## config.mk

```make
export PLATFORM = sky130hd
export DESIGN_NAME = nibble_cpu_instruction_step
export DESIGN_NICKNAME = d
export VERILOG_FILES = /design/src/hdl/nibcpu_pkg.sv /design/src/hdl/nibble_cpu_instruction_step.sv /design/src/hdl/nibcpu_regfile.sv /design/src/hdl/nibcpu_store.sv
export SDC_FILE = /design/constraint.sdc
export NUM_CORES = 1
export LEC_CHECK = 0
export ABC_AREA = 1
export ABC_CLOCK_PERIOD_IN_PS = 17900
export BUFFER_PORTS_ARGS = -buffer_cell sky130_fd_sc_hd__buf_4
export CORE_MARGIN = 5
export CORE_UTILIZATION = 45
export DETAILED_ROUTE_END_ITERATION = 8
export SETUP_SLACK_MARGIN = 0.02
export SYNTH_ARGS = -nofsm -noshare
export SYNTH_HDL_FRONTEND = slang
export SYNTH_SLANG_ARGS = --single-unit
```

## constraint.sdc

```tcl
create_clock -name clock -period 17.9 [get_ports clock]
set_input_delay 1.79 -clock clock [delete_from_list [all_inputs] [get_ports clock]]
set_output_delay 1.79 -clock clock [all_outputs]
set_load 0.01 [all_outputs]
```

## src/hdl/nibcpu_pkg.sv

```systemverilog
`timescale 1ns / 1ps
// Shared types and constants for the nibble CPU instruction step block.
// Used by nibcpu_regfile and nibble_cpu_instruction_step; no dependencies.
package nibcpu_pkg;

   // Index registers are held as eight pairs: [7:4] even register, [3:0] odd register
   localparam int NUM_PAIRS = 8;
   localparam int PAIR_AW   = 3;

   // Opcode nibble (high nibble of the instruction byte)
   localparam logic [3:0] OP_FIM_SRC = 4'h2;
   localparam logic [3:0] OP_FIN     = 4'h3;
   localparam logic [3:0] OP_JUN     = 4'h4;
   localparam logic [3:0] OP_INC     = 4'h6;
   localparam logic [3:0] OP_ISZ     = 4'h7;
   localparam logic [3:0] OP_ADD     = 4'h8;
   localparam logic [3:0] OP_SUB     = 4'h9;
   localparam logic [3:0] OP_LD      = 4'hA;
   localparam logic [3:0] OP_XCH     = 4'hB;
   localparam logic [3:0] OP_LDM     = 4'hD;
   localparam logic [3:0] OP_IO      = 4'hE;
   localparam logic [3:0] OP_ACC     = 4'hF;

   // Operand codes within the accumulator and I/O groups
   localparam logic [3:0] OPA_CLB = 4'h0;
   localparam logic [3:0] OPA_IAC = 4'h2;
   localparam logic [3:0] OPA_KBP = 4'hC;
   localparam logic [3:0] OPA_WRM = 4'h0;
   localparam logic [1:0] OPA_WRN_GROUP = 2'b01;

   // Register pair write port
   typedef struct packed {
      logic               en;
      logic [PAIR_AW-1:0] addr;
      logic [7:0]         data;
   } rf_wr_type;

endpackage

```

## src/hdl/nibble_cpu_instruction_step.sv

```systemverilog
`timescale 1ns / 1ps
// Top level of the nibble CPU instruction step block.
// Instantiates nibcpu_regfile and nibcpu_store; uses nibcpu_pkg.

// Each input transfer carries one instruction (opcode byte and the following byte) and yields
// one result transfer with the next PC, accumulator, carry and halt flag. The register pair
// is read from the register file as the item is taken and the instruction executes in the
// next cycle unless the result port stalls, so a new instruction is taken every cycle while
// rsp_tready keeps up; FIN also waits for a read of the data store. After reset a clearing
// sweep zeroes the data store and the register file, one entry per cycle, over all STORE_DEPTH
// entries (512 by default); req_tready is low during the sweep. Once KBP has halted the
// machine, further instructions are taken and answered with the unchanged state.
module nibble_cpu_instruction_step #(
   parameter int STORE_DEPTH = 512
) (
   input  logic        clock,
   input  logic        reset,
   input  logic        req_tvalid,
   output logic        req_tready,
   input  logic [15:0] req_tdata,   // [7:0] first_byte, [15:8] second_byte
   output logic        rsp_tvalid,
   input  logic        rsp_tready,
   output logic [23:0] rsp_tdata    // [11:0] next_pc, [15:12] accumulator,
                                    // [16] carry_flag, [17] halted, [23:18] zero
);

   localparam int AW = $clog2(STORE_DEPTH);

   // clearing sweep
   logic          clearing_ff;
   logic [AW-1:0] clr_cnt_ff;

   // execute stage
   logic       s1_valid_ff;
   logic [7:0] s1_b0_ff;
   logic [7:0] s1_b1_ff;
   logic       fin_wait_ff;

   // architectural state
   logic [3:0]  acc_ff,   acc_in;
   logic        carry_ff, carry_in;
   logic [11:0] pc_ff,    pc_in;
   logic [3:0]  chip_ff,  chip_in;
   logic [3:0]  nib_ff,   nib_in;
   logic        halt_ff,  halt_in;

   logic        rsp_valid_ff;
   logic [23:0] rsp_data_ff;

   logic accept;
   logic out_free;
   logic is_fin;
   logic fin_issue;
   logic exec_fire;

   logic [7:0] rf_rd_data;
   logic [nibcpu_pkg::PAIR_AW-1:0] rf_rd_addr;
   nibcpu_pkg::rf_wr_type rf_wr;

   logic          st_wr_en;
   logic [AW-1:0] st_wr_addr;
   logic [3:0]    st_wr_data;
   logic [3:0]    st_rd_data;

   // execute datapath
   logic [3:0]  opr, opa;
   logic [3:0]  reg_val;
   logic [4:0]  sum5;
   logic [4:0]  sub_t;
   logic [3:0]  reg_inc;
   logic [11:0] pc_inc1, pc_inc2;
   logic [8:0]  sel20;
   logic [8:0]  st_addr9;
   logic        ex_rf_we;
   logic [7:0]  ex_rf_data;
   logic        ex_st_we;

   assign out_free  = !rsp_valid_ff || rsp_tready;
   assign is_fin    = (s1_b0_ff[7:4] == nibcpu_pkg::OP_FIN) && !s1_b0_ff[0] && !halt_ff;
   assign fin_issue = s1_valid_ff && is_fin && !fin_wait_ff;
   assign exec_fire = s1_valid_ff && out_free && !(is_fin && !fin_wait_ff);
   assign req_tready = !clearing_ff && (!s1_valid_ff || exec_fire);
   assign accept     = req_tvalid && req_tready;

   // FIN reads pair 0 for its address; everything else reads the pair named by the operand
   assign rf_rd_addr = (req_tdata[7:4] == nibcpu_pkg::OP_FIN) ?
                       nibcpu_pkg::PAIR_AW'(0) : req_tdata[3:1];

   always_comb begin
      opr      = s1_b0_ff[7:4];
      opa      = s1_b0_ff[3:0];
      reg_val  = opa[0] ? rf_rd_data[3:0] : rf_rd_data[7:4];
      sum5     = {1'b0, acc_ff} + {1'b0, reg_val} + {4'b0000, carry_ff};
      sub_t    = {1'b0, reg_val} + {4'b0000, carry_ff};
      reg_inc  = reg_val + 4'd1;
      pc_inc1  = pc_ff + 12'd1;
      pc_inc2  = pc_ff + 12'd2;
      sel20    = {1'b0, chip_ff, 4'b0000} + {3'b000, chip_ff, 2'b00};
      st_addr9 = sel20 + {5'b00000, nib_ff};

      acc_in     = acc_ff;
      carry_in   = carry_ff;
      pc_in      = pc_ff;
      chip_in    = chip_ff;
      nib_in     = nib_ff;
      halt_in    = halt_ff;
      ex_rf_we   = 1'b0;
      ex_rf_data = rf_rd_data;
      ex_st_we   = 1'b0;

      if (!halt_ff) begin
         pc_in = pc_inc1;
         case (opr)
            nibcpu_pkg::OP_LDM: begin
               acc_in = opa;
            end
            nibcpu_pkg::OP_FIM_SRC: begin
               if (!opa[0]) begin
                  ex_rf_we   = 1'b1;
                  ex_rf_data = s1_b1_ff;
                  pc_in      = pc_inc2;
               end else begin
                  chip_in = rf_rd_data[7:4];
                  nib_in  = rf_rd_data[3:0];
               end
            end
            nibcpu_pkg::OP_FIN: begin
               if (!opa[0]) begin
                  ex_rf_we   = 1'b1;
                  ex_rf_data = {4'h0, st_rd_data};
               end
            end
            nibcpu_pkg::OP_LD: begin
               acc_in = reg_val;
            end
            nibcpu_pkg::OP_ADD: begin
               acc_in   = sum5[3:0];
               carry_in = sum5[4];
            end
            nibcpu_pkg::OP_SUB: begin
               carry_in = ({1'b0, acc_ff} >= sub_t);
               acc_in   = acc_ff - sub_t[3:0];
            end
            nibcpu_pkg::OP_XCH: begin
               acc_in     = reg_val;
               ex_rf_we   = 1'b1;
               ex_rf_data = opa[0] ? {rf_rd_data[7:4], acc_ff} : {acc_ff, rf_rd_data[3:0]};
            end
            nibcpu_pkg::OP_INC: begin
               ex_rf_we   = 1'b1;
               ex_rf_data = opa[0] ? {rf_rd_data[7:4], reg_inc} : {reg_inc, rf_rd_data[3:0]};
            end
            nibcpu_pkg::OP_ISZ: begin
               ex_rf_we   = 1'b1;
               ex_rf_data = opa[0] ? {rf_rd_data[7:4], reg_inc} : {reg_inc, rf_rd_data[3:0]};
               pc_in      = (reg_inc != 4'h0) ? {pc_inc2[11:8], s1_b1_ff} : pc_inc2;
            end
            nibcpu_pkg::OP_JUN: begin
               pc_in = {opa, s1_b1_ff};
            end
            nibcpu_pkg::OP_ACC: begin
               if (opa == nibcpu_pkg::OPA_CLB) begin
                  acc_in   = 4'h0;
                  carry_in = 1'b0;
               end else if (opa == nibcpu_pkg::OPA_IAC) begin
                  acc_in   = acc_ff + 4'd1;
                  carry_in = (acc_ff == 4'hF);
               end else if (opa == nibcpu_pkg::OPA_KBP) begin
                  halt_in = 1'b1;
               end
            end
            nibcpu_pkg::OP_IO: begin
               if (opa == nibcpu_pkg::OPA_WRM) begin
                  ex_st_we = 1'b1;
               end else if (opa[3:2] == nibcpu_pkg::OPA_WRN_GROUP) begin
                  ex_st_we = 1'b1;
                  st_addr9 = sel20 + 9'd16 + {7'b0000000, opa[1:0]};
               end
            end
            default: begin
            end
         endcase
      end
   end

   // clearing sweep owns both write ports until it ends
   always_comb begin
      if (clearing_ff) begin
         rf_wr.en   = (clr_cnt_ff < AW'(nibcpu_pkg::NUM_PAIRS));
         rf_wr.addr = clr_cnt_ff[nibcpu_pkg::PAIR_AW-1:0];
         rf_wr.data = 8'h00;
         st_wr_en   = 1'b1;
         st_wr_addr = clr_cnt_ff;
         st_wr_data = 4'h0;
      end else begin
         rf_wr.en   = exec_fire && ex_rf_we;
         rf_wr.addr = opa[3:1];
         rf_wr.data = ex_rf_data;
         st_wr_en   = exec_fire && ex_st_we;
         st_wr_addr = AW'(st_addr9);
         st_wr_data = acc_ff;
      end
   end

   nibcpu_regfile u_regfile (
      .clock   (clock),
      .rd_en   (accept),
      .rd_addr (rf_rd_addr),
      .rd_data (rf_rd_data),
      .wr      (rf_wr)
   );

   nibcpu_store #(
      .DEPTH (STORE_DEPTH)
   ) u_store (
      .clock   (clock),
      .wr_en   (st_wr_en),
      .wr_addr (st_wr_addr),
      .wr_data (st_wr_data),
      .rd_en   (fin_issue),
      .rd_addr (AW'(rf_rd_data)),
      .rd_data (st_rd_data)
   );

   always_ff @(posedge clock) begin
      if (reset) begin
         clearing_ff  <= 1'b1;
         clr_cnt_ff   <= '0;
         s1_valid_ff  <= 1'b0;
         fin_wait_ff  <= 1'b0;
         acc_ff       <= 4'h0;
         carry_ff     <= 1'b0;
         pc_ff        <= 12'h000;
         chip_ff      <= 4'h0;
         nib_ff       <= 4'h0;
         halt_ff      <= 1'b0;
         rsp_valid_ff <= 1'b0;
      end else begin
         if (clearing_ff) begin
            clr_cnt_ff <= clr_cnt_ff + AW'(1);
            if (clr_cnt_ff == AW'(STORE_DEPTH - 1)) begin
               clearing_ff <= 1'b0;
            end
         end

         if (accept) begin
            s1_valid_ff <= 1'b1;
         end else if (exec_fire) begin
            s1_valid_ff <= 1'b0;
         end

         if (fin_issue) begin
            fin_wait_ff <= 1'b1;
         end else if (exec_fire) begin
            fin_wait_ff <= 1'b0;
         end

         if (exec_fire) begin
            acc_ff   <= acc_in;
            carry_ff <= carry_in;
            pc_ff    <= pc_in;
            chip_ff  <= chip_in;
            nib_ff   <= nib_in;
            halt_ff  <= halt_in;
         end

         // hold the result until the transfer completes
         if (exec_fire) begin
            rsp_valid_ff <= 1'b1;
         end else if (rsp_tready) begin
            rsp_valid_ff <= 1'b0;
         end
      end
   end

   always_ff @(posedge clock) begin
      if (accept) begin
         s1_b0_ff <= req_tdata[7:0];
         s1_b1_ff <= req_tdata[15:8];
      end
      if (exec_fire) begin
         rsp_data_ff <= {6'b000000, halt_in, carry_in, acc_in, pc_in};
      end
   end

   assign rsp_tvalid = rsp_valid_ff;
   assign rsp_tdata  = rsp_data_ff;

`ifndef SYNTHESIS
   a_halt_sticks: assert property (@(posedge clock) disable iff (reset)
      halt_ff |=> halt_ff)
      else $error("halt flag cleared after KBP");

   a_halted_pc_frozen: assert property (@(posedge clock) disable iff (reset)
      (halt_ff && exec_fire) |=> $stable(pc_ff) && $stable(acc_ff))
      else $error("state changed while halted");

   a_fin_wait_has_item: assert property (@(posedge clock) disable iff (reset)
      fin_wait_ff |-> s1_valid_ff && is_fin)
      else $error("FIN wait without a FIN in execute");

   a_no_take_while_clearing: assert property (@(posedge clock) disable iff (reset)
      clearing_ff |-> !accept && !rsp_valid_ff)
      else $error("item taken during clearing sweep");
`endif

endmodule

```

## src/hdl/nibcpu_regfile.sv

```systemverilog
`timescale 1ns / 1ps
// Index register file: eight 8-bit register pairs, one write and one registered read port.
// Read data forwards a same-cycle write to the same pair. Depends on nibcpu_pkg.
module nibcpu_regfile (
   input  logic                         clock,
   input  logic                         rd_en,
   input  logic [nibcpu_pkg::PAIR_AW-1:0] rd_addr,
   output logic [7:0]                   rd_data,
   input  nibcpu_pkg::rf_wr_type        wr
);

   logic [7:0] mem [nibcpu_pkg::NUM_PAIRS];
   logic [7:0] rd_data_ff;

   always_ff @(posedge clock) begin
      if (wr.en) begin
         mem[wr.addr] <= wr.data;
      end
      if (rd_en) begin
         // forward the pair being written so back-to-back items see it
         if (wr.en && (wr.addr == rd_addr)) begin
            rd_data_ff <= wr.data;
         end else begin
            rd_data_ff <= mem[rd_addr];
         end
      end
   end

   assign rd_data = rd_data_ff;

endmodule

```

## src/hdl/nibcpu_store.sv

```systemverilog
`timescale 1ns / 1ps
// Data nibble store: single-port-write, single-port-read RAM with registered read data.
// Standalone; sized by the DEPTH parameter from the top level.
module nibcpu_store #(
   parameter int DEPTH = 512,
   localparam int AW = $clog2(DEPTH)
) (
   input  logic          clock,
   input  logic          wr_en,
   input  logic [AW-1:0] wr_addr,
   input  logic [3:0]    wr_data,
   input  logic          rd_en,
   input  logic [AW-1:0] rd_addr,
   output logic [3:0]    rd_data
);

   logic [3:0] mem [DEPTH];
   logic [3:0] rd_data_ff;

   always_ff @(posedge clock) begin
      if (wr_en) begin
         mem[wr_addr] <= wr_data;
      end
      if (rd_en) begin
         rd_data_ff <= mem[rd_addr];
      end
   end

   assign rd_data = rd_data_ff;

endmodule

```

==> out/qor.csv <==
stage,metric,value,unit
run_status,status,"complete, no violations",
synthesis,Post-synth top flop,edfxtp_1,
die,die height,346,microns
clock_network,post-CTS sizing,0,
setup_path,"slowest stage cell, crit path",a31oi_4,
clock_network,CTS H-Tree Depth,3,
min_path,hold depth,2,
clock_network,worst-case clock buffer depth,3,
synthesis,number of synthesized flops with an enable pin,1134,
synthesis,yosys warns,0,
place,GPL Wtd Cong,0.851,
clock_network,TritonCTS clock tree,done,
sta,Clock Skews,0.0350,ns
clock_network,CTS Buf Count,117,
synthesis,Cells after Synth,4656,
job,# Max-Cap Violations,0,
synthesis,syn avg cell area,10.9,sq um
global_route,first-pass GRT wire length,201000,microns
power_and_ir_drop,Leak,20.2,nW
setup_path,crit path max fanout,17,
sta,Final Hold Viols,0,
synthesis,#FFs+latches synth,1173,
finish,ant diodes,0,
setup_path,startpoint type of the worst setup path,input pin,
route,Starting DRT DRC Count,3402,
die,die area,119000,sq um
sta,min cycle time layout,4.82,ns
sta,final setup TNS,0,ns
global_route,Tot GR Track Use,21.7,%
synthesis,sequential area share after synthesis,68.7,%
clock_network,Root Driver,clkbuf_16,
clock_network,Clock Pin Slew Worst Setup and Hold Paths,0.06,ns
finish,layout cells sized above 1,7.54,%
synthesis,Yosys cell types,52,
sta,Tcrit/Tclk final,26.9,%
setup_path,CP Capture Type,output pin,
global_route,grt total ovfl,0,
clock_network,clk_lat worst skew,0.71,ns
die,Starting Density,45.2,%
route,DRT Wirelength,133000,microns
synthesis,Post-Syn Area,50700,sq um
sta,Final Max Slew Viols,0,
sta,Hold WS,0.496,ns
power_and_ir_drop,Power Density,96.9,nW/um^2
clock_network,Hold Buf Count CTS,0,
sta,FMAX,207,MHz
clock_network,"Setup Fix Bufs, Post-CTS",0,
route,WL per Instance,21.7,microns
setup_path,CP max stage delay,0.49,ns
global_route,antenna violations before repair,2,
place,pre-CTS setup slack,12.73,ns
sta,Slew headroom,21.9,%
route,Vias,34500,
setup_path,r2r worst-path depth,14,
power_and_ir_drop,maximum vdd ir drop,0.0758,mV
setup_path,WP data required,16.11,ns
sta,worst slew pin tran,1.17,ns
min_path,Worst Hold Class,register to register,
sta,PnR worst setup slack,13.08,ns
finish,final net count,4607,
die,Die Wd,346,microns
setup_path,Setup Crit Path Kind,input pin to output pin,
place,# port buffers,39,
setup_path,WP data arrival,3.03,ns
route,remaining antenna violation count,0,
route,Remaining DRCs,0,
finish,fin util,49.8,%
global_route,pin count of the biggest net entering global routing,234,
global_route,vias in the first global route,33300,
die,core area,112000,sq um
clock_network,clk sink count,1173,
synthesis,Async SR Flop Fraction,0,%
finish,Layout Area Growth over Synthesis,10.3,%
power_and_ir_drop,Overall Power,0.00541,W
die,Ports,46,
route,Pre-antenna DRT Iters,6,
die,Site Rows,123,
sta,"Setup violations, final",0,
place,Detailed Place HPWL,74700,microns
route,via/cell ratio,5.59,
setup_path,critical-path cell list,"buf_4, inv_1, nand2_1, nand2_1, a31oi_4, nor2_1, nor2_1, buf_4",
sta,RSZ-0062 raised after global routing,false,
-- worst paths after layout --
kind	from	to	slack, ns
hold / removal	fin_wait_ff$_SDFFE_PP0P_	fin_wait_ff$_SDFFE_PP0P_	0.50
setup reg to reg	u_regfile.rd_data[0]$_DFFE_PP_	u_store.rd_data[2]$_DFFE_PP_	13.31
hold reg to reg	fin_wait_ff$_SDFFE_PP0P_	fin_wait_ff$_SDFFE_PP0P_	0.50
setup / recovery	rsp_tready	req_tready	13.08
-- Yosys cell counts, drive strengths merged (5+ instances only) --
library cell	n	area share, %
nor3	140	1.6
fa	5	0.20
xor2	20	0.36
a31oi	5	0.074
ha	20	0.49
dfxtp	39	1.5
o22ai	20	0.27
a21oi	65	0.70
o211ai	10	0.18
buf	84	0.77
o221ai	17	0.29
nand3	1039	10
inv	126	0.93
nand2	1328	9.9
xnor2	5	0.086
nand4	17	0.22
clkbuf	224	1.7
o21ai	99	1.0
edfxtp	1134	67
a211oi	5	0.074
nor2	225	1.8
or2	7	0.086
-- layout by cell type (no fill, tap or decap), types with 6 or more instances in the layout --
cell	netlist	routed
conb_1	1	6
nand2_2	20	21
o22ai_1	18	18
nand3_1	1038	1038
bufinv_16	0	9
xor2_1	19	19
nor2_4	5	9
o21ai_1	6	6
o211ai_1	9	9
inv_2	13	14
clkinv_1	4	28
o221ai_1	17	17
nand2_1	1308	1307
nand4_1	16	16
inv_1	113	109
edfxtp_1	1134	1134
clkbuf_1	224	25
nor3_2	23	23
nor2_1	216	212
ha_1	20	20
dfxtp_1	39	39
clkinv_2	0	25
a21oi_1	61	61
nor3_1	117	117
clkbuf_16	0	121
o21ai_0	90	90
buf_4	9	85
-- through the flow --
| stage | std cells | area (sq um) |
|---|---|---|
| 6_report | 6158 | 55900 |
| 3_3_place_gp | 5943 | 52200 |
| 5_1_grt | 6158 | 55900 |
| 2_1_floorplan | 4661 | 50700 |
| 3_5_place_dp | 5943 | 52200 |
| 4_1_cts | 6158 | 55900 |
-- kinds of logic (layout without fill, tap and decap cells) --
family | after synthesis | count (layout) | synth area share [%]
AO/OA/AOI/OAI | 228 | 228 | 2.70
adder cells (fa/ha/maj) | 25 | 25 | 0.691
buffers and inverters | 438 | 435 | 3.39
XOR/XNOR | 25 | 25 | 0.447
other | 1 | 6 | 0.00740
AND/OR/NAND/NOR | 2766 | 2766 | 24.0
flip-flops | 1173 | 1173 | 68.7
-- power by group --
group | switching, W | leakage [nW] | internal (W)
combinational | 0.0000423 | 6.55 | 0.0000132
clock | 0.00101 | 1.83 | 0.00137
sequential | 0.00000293 | 11.8 | 0.00298
total | 0.00106 | 20.2 | 0.00436
-- sequential cells by signal (all words and copies together) (netlist names), 8 cells and up --
signal             cells
clr_cnt_ff             9
pc_ff                 12
rsp_tdata             18
s1_b0_ff               8
s1_b1_ff               8
u_regfile.mem         64
u_regfile.rd_data      8
u_store.mem         1024
-- metal layers --
layer / wire length, microns / GRT usage, %
met1: 57300 / 30.1
met2: 64000 / 36.5
met3: 9250 / 3.00
met4: 2900 / 5.42
met5: 0 / 0
-- critical path: cells and delay by family --
kind                   cells  cell delay, ns
buffers and inverters      3            0.24
and+or+nand+nor            4            0.52
AOI/OAI and AO/OA          1            0.49
-- area by class of cell --
| type | instances | area [sq um] |
|---|---|---|
| Clock buffer | 148 | 3150 |
| Clock inverter | 67 | 571 |
| Fill cell | 9945 | 56300 |
| Inverter | 130 | 505 |
| Multi-Input combinational cell | 3050 | 14200 |
| Sequential cell | 1173 | 34800 |
| Tap cell | 1500 | 1880 |
| Timing Repair Buffer | 90 | 738 |
Note: power is estimated with default switching activity, not from simulation.
